**config.mk**
```make
export PLATFORM = sky130hd
export DESIGN_NAME = thumb_to_arm_translator_unit
export DESIGN_NICKNAME = d
export VERILOG_FILES = /design/src/rtl/t2a_pkg.sv /design/src/rtl/thumb_to_arm_translator_unit.sv
export SDC_FILE = /design/constraint.sdc
export NUM_CORES = 1
export LEC_CHECK = 0
export BUFFER_PORTS_ARGS = -buffer_cell sky130_fd_sc_hd__buf_4
export CAP_MARGIN = 20
export CORE_ASPECT_RATIO = 1.5
export CORE_MARGIN = 2
export CORE_UTILIZATION = 49
export CTS_CLUSTER_SIZE = 28
export DETAILED_ROUTE_END_ITERATION = 6
export PLACE_DENSITY = 0.73
export SLEW_MARGIN = 40
export SYNTH_ARGS = -nofsm -noshare
export SYNTH_HDL_FRONTEND = slang
export SYNTH_SLANG_ARGS = --single-unit
export TNS_END_PERCENT = 30
```
**constraint.sdc**
```tcl
create_clock -name clk -period 8.5 [get_ports clk]
set_clock_uncertainty 0.2 [all_clocks]
set_input_delay 0.425 -clock clk [delete_from_list [all_inputs] [get_ports clk]]
set_output_delay 0.425 -clock clk [all_outputs]
set_load 0.01 [all_outputs]
```
**src/rtl/t2a_pkg.sv**
```systemverilog
`default_nettype none
// ----------------------------------------------------------------------------
// t2a_pkg
// Constants, status codes and base-word tables for the Thumb to ARM
// instruction translator.
// ----------------------------------------------------------------------------
package t2a_pkg;

  typedef logic [1:0]  status_t;
  typedef logic [1:0]  alu_kind_t;
  typedef logic [31:0] word_t;

  localparam status_t ST_OK     = 2'd0;
  localparam status_t ST_UNDEF  = 2'd1;
  localparam status_t ST_BRANCH = 2'd2;

  localparam logic [1:0] SIZE_THUMB = 2'd2;

  localparam word_t NOT_DONE      = 32'hDEAD_C0DE;
  localparam word_t SHIFT_BASE    = 32'hE1B0_0000;
  localparam word_t BX_BASE       = 32'hE12F_FF10;
  localparam word_t BLX_BASE      = 32'hE120_0030;
  localparam word_t HI_ADD_BASE   = 32'hE080_0000;
  localparam word_t HI_CMP_BASE   = 32'hE150_0000;
  localparam word_t HI_MOV_BASE   = 32'hE1A0_0000;
  localparam word_t LDR_PC_BASE   = 32'hE59F_0000;
  localparam word_t STRH_BASE     = 32'hE1C0_00B0;
  localparam word_t LDRH_BASE     = 32'hE1D0_00B0;
  localparam word_t STR_SP_BASE   = 32'hE58D_0000;
  localparam word_t LDR_SP_BASE   = 32'hE59D_0000;
  localparam word_t ADR_PC_BASE   = 32'hE28F_0F00;
  localparam word_t ADR_SP_BASE   = 32'hE28D_0F00;
  localparam word_t SP_ADD_BASE   = 32'hE28D_DF00;
  localparam word_t SP_SUB_BASE   = 32'hE24D_DF00;
  localparam word_t SWI_BASE      = 32'hEF00_0000;
  localparam word_t SWI_BKPT_MARK = 32'h0018_0000;
  localparam word_t SETEND_BASE   = 32'hF101_0000;
  localparam word_t CPS_BASE      = 32'hF108_0000;
  localparam word_t LDM_BASE      = 32'hE890_0000;
  localparam word_t STM_BASE      = 32'hE8A0_0000;

  localparam alu_kind_t ALU_NORMAL = 2'd0;
  localparam alu_kind_t ALU_SHIFT  = 2'd1;
  localparam alu_kind_t ALU_NEG    = 2'd2;
  localparam alu_kind_t ALU_MUL    = 2'd3;

  localparam word_t ADDSUB_TAB [4] = '{
    32'hE090_0000, 32'hE050_0000, 32'hE290_0000, 32'hE250_0000
  };
  localparam word_t IMM8_TAB [4] = '{
    32'hE3B0_0000, 32'hE350_0000, 32'hE290_0000, 32'hE250_0000
  };
  localparam word_t ALU_TAB [16] = '{
    32'hE010_0000, 32'hE030_0000, 32'hE1B0_0010, 32'hE1B0_0030,
    32'hE1B0_0050, 32'hE0B0_0000, 32'hE0D0_0000, 32'hE1B0_0070,
    32'hE110_0000, 32'hE270_0000, 32'hE150_0000, 32'hE170_0000,
    32'hE190_0000, 32'hE010_0090, 32'hE1D0_0000, 32'hE1F0_0000
  };
  localparam alu_kind_t ALU_KIND [16] = '{
    ALU_NORMAL, ALU_NORMAL, ALU_SHIFT,  ALU_SHIFT,
    ALU_SHIFT,  ALU_NORMAL, ALU_NORMAL, ALU_SHIFT,
    ALU_NORMAL, ALU_NEG,    ALU_NORMAL, ALU_NORMAL,
    ALU_NORMAL, ALU_MUL,    ALU_NORMAL, ALU_NORMAL
  };
  localparam word_t LDST_REG_TAB [8] = '{
    32'hE780_0000, 32'hE180_00B0, 32'hE7C0_0000, 32'hE190_00D0,
    32'hE790_0000, 32'hE190_00B0, 32'hE7D0_0000, 32'hE190_00F0
  };
  localparam word_t LDST_IMM_TAB [4] = '{
    32'hE580_0000, 32'hE590_0000, 32'hE5C0_0000, 32'hE5D0_0000
  };
  localparam word_t EXT_TAB [4] = '{
    32'hE6BF_0070, 32'hE6AF_0070, 32'hE6FF_0070, 32'hE6EF_0070
  };
  localparam word_t REV_TAB [4] = '{
    32'hE6BF_0F30, 32'hE6BF_0FB0, 32'h0000_0000, 32'hE6FF_0FB0
  };
  localparam word_t PUSHPOP_TAB [4] = '{
    32'hE92D_0000, 32'hE92D_4000, 32'hE8BD_0000, 32'hE8BD_8000
  };

  localparam logic [3:0] MISC_SP_ADJ = 4'h0;
  localparam logic [3:0] MISC_EXT    = 4'h2;
  localparam logic [3:0] MISC_CPS    = 4'h6;
  localparam logic [3:0] MISC_REV    = 4'hA;
  localparam logic [3:0] MISC_BKPT   = 4'hE;
  localparam logic [3:0] COND_UNDEF  = 4'hE;
  localparam logic [3:0] COND_SWI    = 4'hF;
  localparam logic [1:0] REV_UNDEF   = 2'd2;

  localparam logic [7:0] SWI_IMM_A = 8'h18;
  localparam logic [7:0] SWI_IMM_B = 8'hFE;

endpackage : t2a_pkg
`default_nettype wire

```
**src/rtl/thumb_to_arm_translator_unit.sv**
```systemverilog
`default_nettype none
// ----------------------------------------------------------------------------
// thumb_to_arm_translator_unit
// Selects one Thumb halfword from a fetched word and rewrites it as a single
// equivalent ARM instruction word where it can, with a decode status.
//
//   channel | direction | ports                                    | handshake
//   in      | input     | fetch_word, fetch_address                | valid/ready
//   out     | output    | arm_word, decode_status, size_bytes      | valid/ready
//
// A request passes the halfword register, then the result register, at one
// request per cycle sustained while the result side does not stall.
// The rate is set by the single decode stage between those two registers.
// Synchronous active-low reset clears both valid flags.
// A stall on the result side holds the result; the input register keeps
// taking requests until it too is full.
// ----------------------------------------------------------------------------
module thumb_to_arm_translator_unit (
  input  wire logic        clk,
  input  wire logic        rst_n,
  input  wire logic        in_valid,
  output logic             in_ready,
  input  wire logic [31:0] in_fetch_word,
  input  wire logic [31:0] in_fetch_address,
  output logic             out_valid,
  input  wire logic        out_ready,
  output logic [31:0]      out_arm_word,
  output logic [1:0]       out_decode_status,
  output logic [1:0]       out_size_bytes
);

  logic                      s1_valid_r;
  logic [15:0]               half_r;
  logic [15:0]               half_nxt;
  logic                      out_valid_r;
  t2a_pkg::word_t            arm_r;
  t2a_pkg::word_t            arm_nxt;
  t2a_pkg::status_t          status_r;
  t2a_pkg::status_t          status_nxt;
  logic                      s1_adv;
  logic                      in_acc;

  assign s1_adv   = s1_valid_r && (!out_valid_r || out_ready);
  assign in_ready = !s1_valid_r || s1_adv;
  assign in_acc   = in_valid && in_ready;
  assign half_nxt = in_fetch_address[1] ? in_fetch_word[31:16] : in_fetch_word[15:0];

  always_comb begin
    logic [31:0] t;
    logic [2:0]  r0;
    logic [2:0]  r3;
    logic [2:0]  r8;
    logic [3:0]  rd;
    logic [3:0]  rs;
    logic [3:0]  op;
    t          = {16'h0000, half_r};
    r0         = half_r[2:0];
    r3         = half_r[5:3];
    r8         = half_r[10:8];
    rd         = {half_r[7], half_r[2:0]};
    rs         = half_r[6:3];
    op         = half_r[9:6];
    arm_nxt    = t2a_pkg::NOT_DONE;
    status_nxt = t2a_pkg::ST_OK;
    case (half_r[15:11]) inside
      5'd0, 5'd1, 5'd2: begin
        arm_nxt = t2a_pkg::SHIFT_BASE | ((t & 32'h1800) >> 6) | ((t & 32'h07C0) << 1)
                | {29'd0, r3} | ({29'd0, r0} << 12);
      end
      5'd3: begin
        arm_nxt = t2a_pkg::ADDSUB_TAB[half_r[10:9]] | {29'd0, half_r[8:6]}
                | ({29'd0, r3} << 16) | ({29'd0, r0} << 12);
      end
      5'd4, 5'd5, 5'd6, 5'd7: begin
        arm_nxt = t2a_pkg::IMM8_TAB[half_r[12:11]] | (t & 32'hFF)
                | ({29'd0, r8} << 16) | ({29'd0, r8} << 12);
      end
      5'd8: begin
        if (!half_r[10]) begin
          arm_nxt = t2a_pkg::ALU_TAB[op];
          case (t2a_pkg::ALU_KIND[op])
            t2a_pkg::ALU_NORMAL: begin
              arm_nxt = arm_nxt | ({29'd0, r0} << 16) | ({29'd0, r0} << 12) | {29'd0, r3};
            end
            t2a_pkg::ALU_SHIFT: begin
              arm_nxt = arm_nxt | ({29'd0, r0} << 12) | {29'd0, r0} | ({29'd0, r3} << 8);
            end
            t2a_pkg::ALU_NEG: begin
              arm_nxt = arm_nxt | ({29'd0, r0} << 12) | ({29'd0, r3} << 16);
            end
            default: begin
              arm_nxt = arm_nxt | ({29'd0, r0} << 16) | ({29'd0, r0} << 8) | {29'd0, r3};
            end
          endcase
        end else begin
          case (half_r[9:8])
            2'd0: begin
              arm_nxt = t2a_pkg::HI_ADD_BASE | ({28'd0, rd} << 16) | ({28'd0, rd} << 12)
                      | {28'd0, rs};
            end
            2'd1: begin
              arm_nxt = t2a_pkg::HI_CMP_BASE | ({28'd0, rd} << 16) | {28'd0, rs};
            end
            2'd2: begin
              arm_nxt = t2a_pkg::HI_MOV_BASE | ({28'd0, rd} << 12) | {28'd0, rs};
            end
            default: begin
              arm_nxt = (half_r[7] ? t2a_pkg::BLX_BASE : t2a_pkg::BX_BASE) | {28'd0, rs};
            end
          endcase
        end
      end
      5'd9: begin
        arm_nxt = t2a_pkg::LDR_PC_BASE | ({29'd0, r8} << 12) | ((t & 32'hFF) << 2);
      end
      5'd10, 5'd11: begin
        arm_nxt = t2a_pkg::LDST_REG_TAB[half_r[11:9]] | ({29'd0, r0} << 12)
                | ({29'd0, r3} << 16) | {29'd0, half_r[8:6]};
      end
      5'd12, 5'd13, 5'd14, 5'd15: begin
        arm_nxt = t2a_pkg::LDST_IMM_TAB[half_r[12:11]] | ({29'd0, r0} << 12)
                | ({29'd0, r3} << 16)
                | (half_r[12] ? ((t & 32'h07C0) >> 6) : ((t & 32'h07C0) >> 4));
      end
      5'd16, 5'd17: begin
        arm_nxt = (half_r[11] ? t2a_pkg::LDRH_BASE : t2a_pkg::STRH_BASE)
                | ({29'd0, r0} << 12) | ({29'd0, r3} << 16)
                | ((t & 32'h01C0) >> 5) | ((t & 32'h0600) >> 1);
      end
      5'd18, 5'd19: begin
        arm_nxt = (half_r[11] ? t2a_pkg::LDR_SP_BASE : t2a_pkg::STR_SP_BASE)
                | ({29'd0, r8} << 12) | ((t & 32'hFF) << 2);
      end
      5'd20, 5'd21: begin
        arm_nxt = (half_r[11] ? t2a_pkg::ADR_SP_BASE : t2a_pkg::ADR_PC_BASE)
                | ({29'd0, r8} << 12) | (t & 32'hFF);
      end
      5'd22, 5'd23: begin
        case (half_r[11:8])
          t2a_pkg::MISC_SP_ADJ: begin
            arm_nxt = (half_r[7] ? t2a_pkg::SP_SUB_BASE : t2a_pkg::SP_ADD_BASE) | (t & 32'h7F);
          end
          t2a_pkg::MISC_BKPT: begin
            arm_nxt = t2a_pkg::SWI_BASE | {28'd0, half_r[3:0]} | ({28'd0, half_r[7:4]} << 8);
          end
          t2a_pkg::MISC_EXT: begin
            arm_nxt = t2a_pkg::EXT_TAB[half_r[7:6]] | ({29'd0, r0} << 12) | {29'd0, r3};
          end
          t2a_pkg::MISC_CPS: begin
            if (!half_r[5]) begin
              arm_nxt = t2a_pkg::SETEND_BASE | ({31'd0, half_r[3]} << 9);
            end else begin
              arm_nxt = t2a_pkg::CPS_BASE | ({31'd0, half_r[0]} << 6)
                      | ({31'd0, half_r[1]} << 7) | ({31'd0, half_r[2]} << 8)
                      | ({31'd0, half_r[4]} << 18);
            end
          end
          t2a_pkg::MISC_REV: begin
            if (half_r[7:6] == t2a_pkg::REV_UNDEF) begin
              status_nxt = t2a_pkg::ST_UNDEF;
            end else begin
              arm_nxt = t2a_pkg::REV_TAB[half_r[7:6]] | ({29'd0, r0} << 12) | {29'd0, r3};
            end
          end
          default: begin
            arm_nxt = t2a_pkg::PUSHPOP_TAB[{half_r[11], half_r[8]}] | (t & 32'hFF);
          end
        endcase
      end
      5'd24, 5'd25: begin
        if (half_r[11]) begin
          arm_nxt = t2a_pkg::LDM_BASE | ({29'd0, r8} << 16) | (t & 32'hFF)
                  | ({31'd0, !half_r[r8]} << 21);
        end else begin
          arm_nxt = t2a_pkg::STM_BASE | ({29'd0, r8} << 16) | (t & 32'hFF);
        end
      end
      5'd26, 5'd27: begin
        if (half_r[11:8] == t2a_pkg::COND_SWI) begin
          if (half_r[7:0] == t2a_pkg::SWI_IMM_A || half_r[7:0] == t2a_pkg::SWI_IMM_B) begin
            arm_nxt = t2a_pkg::SWI_BASE | t2a_pkg::SWI_BKPT_MARK;
          end else begin
            arm_nxt = t2a_pkg::SWI_BASE | (t & 32'hFF);
          end
        end else if (half_r[11:8] == t2a_pkg::COND_UNDEF) begin
          status_nxt = t2a_pkg::ST_UNDEF;
        end else begin
          status_nxt = t2a_pkg::ST_BRANCH;
        end
      end
      5'd29: begin
        status_nxt = half_r[0] ? t2a_pkg::ST_UNDEF : t2a_pkg::ST_BRANCH;
      end
      default: begin
        status_nxt = t2a_pkg::ST_BRANCH;
      end
    endcase
  end

  always_ff @(posedge clk) begin
    if (!rst_n) begin
      s1_valid_r  <= 1'b0;
      out_valid_r <= 1'b0;
    end else begin
      if (in_ready) begin
        s1_valid_r <= in_valid;
      end
      if (!out_valid_r || out_ready) begin
        out_valid_r <= s1_valid_r;
      end
    end
  end

  always_ff @(posedge clk) begin
    if (in_acc) begin
      half_r <= half_nxt;
    end
    if (s1_adv) begin
      arm_r    <= arm_nxt;
      status_r <= status_nxt;
    end
  end

  assign out_valid         = out_valid_r;
  assign out_arm_word      = arm_r;
  assign out_decode_status = status_r;
  assign out_size_bytes    = t2a_pkg::SIZE_THUMB;

  a_in_lands : assert property (@(posedge clk) disable iff (!rst_n)
    in_acc |=> s1_valid_r)
    else $error("accepted request did not reach the decode register");

  a_stage_moves : assert property (@(posedge clk) disable iff (!rst_n)
    s1_adv |=> out_valid_r)
    else $error("decoded request did not reach the result register");

  a_status_code : assert property (@(posedge clk) disable iff (!rst_n)
    out_valid_r |-> (status_r == t2a_pkg::ST_OK || status_r == t2a_pkg::ST_UNDEF
                     || status_r == t2a_pkg::ST_BRANCH))
    else $error("result carries an unknown status code");

  a_untranslated_word : assert property (@(posedge clk) disable iff (!rst_n)
    (out_valid_r && status_r != t2a_pkg::ST_OK) |-> (arm_r == t2a_pkg::NOT_DONE))
    else $error("untranslated result carries a word");

endmodule : thumb_to_arm_translator_unit
`default_nettype wire
```
==> results of run 1 <==
[metal layers]
| layer | GRT usage, % | vias up | wire length (µm) |
|---|---|---|---|
| li1 | - | 2372 | - |
| met1 | 45.1 | 2527 | 7020 |
| met2 | 57.2 | 485 | 9530 |
| met3 | 6.76 | 102 | 2240 |
| met4 | 19.0 | 0 | 1310 |
| met5 | 0 | - | 0 |
[layout by cell type (no fill, tap or decap), types with 10 or more instances in the layout]
cell type,count
sky130_fd_sc_hd__a211oi_1,12
sky130_fd_sc_hd__a21oi_1,63
sky130_fd_sc_hd__a31oi_1,11
sky130_fd_sc_hd__buf_4,84
sky130_fd_sc_hd__edfxtp_1,49
sky130_fd_sc_hd__mux2_2,18
sky130_fd_sc_hd__nand2_1,56
sky130_fd_sc_hd__nand2b_1,14
sky130_fd_sc_hd__nand3_1,20
sky130_fd_sc_hd__nor2_1,47
sky130_fd_sc_hd__nor2b_1,23
sky130_fd_sc_hd__nor3_1,15
sky130_fd_sc_hd__o21ai_0,33
sky130_fd_sc_hd__o21ai_1,10
[worst register-to-register path: stages (launching register included)]
cell and delay [ps]:
sky130_fd_sc_hd__edfxtp_1 920, sky130_fd_sc_hd__inv_1 390, sky130_fd_sc_hd__ha_1 470, sky130_fd_sc_hd__and2_1 200
sky130_fd_sc_hd__nor4_1 610, sky130_fd_sc_hd__a21oi_1 160, sky130_fd_sc_hd__a211oi_1 320, sky130_fd_sc_hd__o2bb2ai_1 140
[cell usage after synthesis (all sizes together) (11+ instances only)]
master | count | area [µm²]
buf | 44 | 236
nor2b | 25 | 156
nand2b | 14 | 87.6
clkbuf | 27 | 101
edfxtp | 49 | 1470
nand2 | 56 | 210
mux2 | 18 | 203
inv | 12 | 45.0
a31oi | 11 | 68.8
a211oi | 13 | 110
o21ai | 43 | 215
nor3 | 16 | 85.1
nor2 | 48 | 183
nand3 | 20 | 100
a21oi | 64 | 324
[report_power, final]
group          switching (mW)  internal, mW  leakage (nW)  total (mW)
Sequential             0.0197         0.298         0.480       0.318
Combinational           0.158        0.0940          1.49       0.252
Clock                  0.0949         0.139        0.0771       0.234
[kinds of logic after synthesis]
kind of cell               share of synthesized area (%)
AOI/OAI and AO/OA                                   31.2
and+or+nand+nor                                     23.5
buffers and inverters                               7.67
DFF                                                 30.3
muxes                                               5.56
adders and majority gates                           1.70
other                                              0.150
[path summary, 6_finish.rpt]
| check | slack, ps | start | end | cells past startpoint |
|---|---|---|---|---|
| setup reg to reg | 4940 | half_r[7]$_DFFE_PP_ | out_arm_word[2]$_DFFE_PP_ | 7 |
| hold / removal | 140 | rst_n | out_valid$_SDFFE_PN0P_ | 2 |
| hold reg to reg | 330 | s1_valid_r$_SDFFE_PN0N_ | out_valid$_SDFFE_PN0P_ | 1 |
| setup / recovery | 4940 | half_r[7]$_DFFE_PP_ | out_arm_word[2]$_DFFE_PP_ | 7 |
[area by class of cell]
cell class	count	area (µm²)
Clock buffer	6	129
Clock inverter	2	37.5
Fill cell	976	4400
Inverter	12	45.0
Multi-Input combinational cell	486	3120
Sequential cell	51	1510
Tap cell	117	146
Timing Repair Buffer	84	631
[sequential cells by signal, summed over array words and instances, names as in the netlist]
name               flops
s1_valid_r             1
out_valid              1
half_r                16
out_decode_status      2
out_arm_word          31
[metrics by stage]
stage	setup slack, ps	util, %	hold slack (ps)	area (µm²)	std cells
global placement	5150	54.3	288	5450	750
global route	4920	56.1	153	5620	758
detailed placement	5180	54.5	326	5460	750
CTS	5160	56.1	146	5620	758
finish	4940	56.1	143	5620	758
floorplan	5730	-	277	5000	620
==> impl_metrics.yaml, run 1 <==
outcome:
  run_status: "finished, violations left"
  violations: "design-rule violations"
global_route:
  grt_pass1_wl_um: 29600
  first_global_vias: 4857
  number_of_antenna_violations_at_the_first_check_in_global_routing: 0
  global_route.overflow_total: 0
  grt_max_degree: 67
  grt_util_all_layers_pct: 35.7
clock_network:
  numCtsBuffers: 5
  cts_hold_buffers: 0
  cts_tree: "yes"
  worst_setup_hold_path_clk_slew_ps: 70
  numClockSinks: 51
  cts.path.max_buffers: 2
  post_cts_resize_count: 0
  cts-htree-levels: 2
  postCtsSetupBuffers: 0
  cts_root_buffer: "sky130_fd_sc_hd__clkbuf_16"
  clock_insertion_delay_worst_skew_ps: 300
final_layout:
  final_layout_size_suffix_gt1_share_pct: 20.4
  area.growth.synth_to_final_pct: 12.6
  n_antenna_cell: 0
  layout.nets: 714
setup_path:
  cp_cell_sequence: "inv_1 -> ha_1 -> and2_1 -> nor4_1 -> a21oi_1 -> a211oi_1 -> o2bb2ai_1"
  start_kind: "flip-flop"
  critPathTopFamily: "flip-flops"
  critical-path-max-stage-delay_ps: 920
  end_kind: "flip-flop"
  path_buf_inv: 1
  worst_setup_path_category: "reg2reg"
  timing.critical_path.slowest_stage_cell: "sky130_fd_sc_hd__edfxtp_1"
  data_arrival_time_of_the_critical_path_ps: 3510
  worst-endpoint-required_ps: 8450
  critical_path.max_fanout: 21
sta:
  max_freq_ghz: 0.281
  rsz0062_at_grt: "false"
  tightest_slew_ps: 895
  slew_headroom_pct: 40.1
  setup_violations: 0
  finalSetupTns_ps: 0
  finalWorstPathRequiredPeriod_ps: 3560
  final_max_slew_viol_count: 0
  report.final.hold_viol_count: 0
  layout_worst_path_cycle_share_pct: 41.9
logic_synthesis:
  synth_cell_types: 80
  yosysSeqAreaShare_pct: 30.3
  synthFlopType: "sky130_fd_sc_hd__edfxtp_1"
  post_synth_edffs: 49
  yosys_register_bits: 51
  synth.avg_cell_area_um2: 8.07
  share_of_synthesized_registers_carrying_an_async_set_or_reset_pct: 0
  postSynthCellCount: 619
  syn-cell-area_um2: 4990
  yosysWarningCount: 0
die:
  placementRows: 45
  start_util_pct: 49.8
  io_pins: 106
  die_h_um: 128
  chipWidth_um: 86.4
  die-area_um2: 11000
  core_region_area_um2: 10000
power:
  power.density_cell_area_nw_per_um2: 143
  ir_worst_vdd_uv: 82.1
  power_leakage_nw: 2.05
  total_power_uw: 804
drt:
  routed_via_density: 7.24
  routed_via_count: 5486
  detailedRoute.firstIterationViolations: 1120
  route.detailed.drc: 6
  postRouteAntennaNets: 0
  wire_per_inst_um: 26.5
  totalWireLength_um: 20100
  drt-pass1-iter-count: 7
placement:
  place.detailed.hpwl_um: 13500
  numPortBuffers: 72
  globalplace.congestion: 1.05
min_path:
  hold_path_class: "in2reg"
job:
  maxCapViolations: 0
Power figures use the tool's default switching activity.
==> inputs of run 2 (changes only) <==
PLACE_DENSITY = 0.76   (was 0.73)
clock period = 3.11 ns   (was 8.5 ns; I/O delays follow)
==> impl_metrics.yaml, run 2 (synthesized netlist as in run 1, its figures left out) <==
drt:
  met1_length_um: 7060
  wl_met2_um: 9920
  detailedRoute.firstIterationViolations: 981
  drt-pass1-iter-count: 7
  postRouteAntennaNets: 0
  routed_via_density: 7.01
  wire_per_inst_um: 25.2
  route.detailed.drc: 0
  routed_via_count: 5913
  top_layer: "met4"
  totalWireLength_um: 21300
  met3RoutedLength_um: 2460
die:
  chipWidth_um: 86.4
  start_util_pct: 49.8
  die_h_um: 128
  die-area_um2: 11000
  core_region_area_um2: 10000
  placementRows: 45
  io_pins: 106
clock_network:
  cts.path.max_buffers: 2
  cts-htree-levels: 2
  numCtsBuffers: 5
  clock_insertion_delay_worst_skew_ps: 300
  cts_root_buffer: "sky130_fd_sc_hd__clkbuf_16"
  numClockSinks: 51
  worst_setup_hold_path_clk_slew_ps: 70
  postCtsSetupBuffers: 0
  post_cts_resize_count: 0
  cts_tree: "yes"
placement:
  placed_cell_count: 802
  globalplace.congestion: 1.06
  numPortBuffers: 72
  place.detailed.hpwl_um: 15100
power:
  total_power_mw: 2.30
  power_leakage_nw: 2.47
  power.density_cell_area_nw_per_um2: 359
  ir_worst_vdd_uv: 275
min_path:
  min_from: "out_ready"
  hold_path_class: "in2reg"
global_route:
  grt_util_all_layers_pct: 38.3
  grt_pass1_wl_um: 31700
  first_global_vias: 5510
  global_route.overflow_total: 0
  number_of_antenna_violations_at_the_first_check_in_global_routing: 0
  grt_max_degree: 51
sta:
  layout_worst_path_cycle_share_pct: 89.7
  finalWorstPathRequiredPeriod_ps: 2790
  worst_hold_slack_ps: 2.20
  setup_violations: 0
  tightest_slew_ps: 888
  final_max_slew_viol_count: 0
  finalSetupTns_ps: 0
  rsz0062_at_grt: "false"
  report.final.hold_viol_count: 0
  max_freq_ghz: 0.358
  slew_headroom_pct: 40.3
setup_path:
  data_arrival_time_of_the_critical_path_ps: 2720
  worst_setup_path_category: "reg2reg"
  worst-endpoint-required_ps: 3040
  worstSetupStartpoint: "half_r[9]$_DFFE_PP_"
  r2r_start: "half_r[9]$_DFFE_PP_"
  critical_path.max_fanout: 19
  end_kind: "flip-flop"
  start_kind: "flip-flop"
final_layout:
  final_core_util_pct: 64.1
  n_antenna_cell: 0
  flip_flop_count_of_the_largest_register_after_layout: 31
  most_common_library_cell_in_the_layout_ignoring_fill_and_taps: "sky130_fd_sc_hd__buf_4"
  multiInputGateArea_um2: 3110
  fill_cells: 838
  layout.nets: 800
  area_of_all_sequential_standard_cells_um2: 1510
  instances_no_fill: 844
  area.growth.synth_to_final_pct: 28.6
  final_layout_size_suffix_gt1_share_pct: 24.9
  most_used_cells_in_the_layout_excluding_fill_and_tap_cells: "sky130_fd_sc_hd__buf_4, sky130_fd_sc_hd__a21oi_1, sky130_fd_sc_hd__nand2_1, sky130_fd_sc_hd__edfxtp_1, sky130_fd_sc_hd__nor2_1"
outcome:
  run_status: "finished clean"
job:
  maxCapViolations: 0
[run 2: repair_timing]
action                     4_1_cts  5_1_grt
hold endpoints to repair        18        1
setup endpoints to repair        0        0
hold buffers                    33        1
[run 2: area by class of cell]
cell class / count / area share [%]
multi-input cells: 486 / 48.4
well taps: 117 / 2.28
repair buffers: 170 / 22.6
clock buffers: 5 / 1.95
flip-flops and latches: 51 / 23.5
inverters: 12 / 0.701
clock inverters: 3 / 0.604
[run 2: worst paths after layout]
kind	depth (start not counted)	end	slack [ps]
setup / recovery	6	out_arm_word[16]$_SDFFCE_PP0P_	320
hold / removal	3	out_valid$_SDFFE_PN0P_	2
setup reg to reg	6	out_arm_word[16]$_SDFFCE_PP0P_	320
hold reg to reg	1	out_valid$_SDFFE_PN0P_	310
[run 2: critical path, stage by stage (launching register included)]
cell and delay, ps:
sky130_fd_sc_hd__edfxtp_1 580, sky130_fd_sc_hd__buf_4 300, sky130_fd_sc_hd__nand3b_1 200, sky130_fd_sc_hd__o32ai_1 120
sky130_fd_sc_hd__nor4_1 770, sky130_fd_sc_hd__a31oi_1 210, sky130_fd_sc_hd__a21oi_1 230
[run 2: routing by layer]
layer  GRT usage, %  up-vias
met2           62.3      559
met1           44.7     2666
met4           25.6        0
met3           8.05      129
li1               -     2559
met5              0        -
[run 2: stage by stage]
| step | setup WS, ps | instance area (µm²) |
|---|---|---|
| 2_1_floorplan | 342 | 5000 |
| 3_3_place_gp | 503 | 5920 |
| 3_5_place_dp | 521 | 5920 |
| 4_1_cts | 510 | 6410 |
| 5_1_grt | 333 | 6420 |
| 6_report | 320 | 6420 |
[run 2: power breakdown]
group	switching, mW	leakage [nW]	internal, mW
Clock	0.257	0.0812	0.376
Sequential	0.0351	0.480	0.816
Combinational	0.474	1.91	0.346
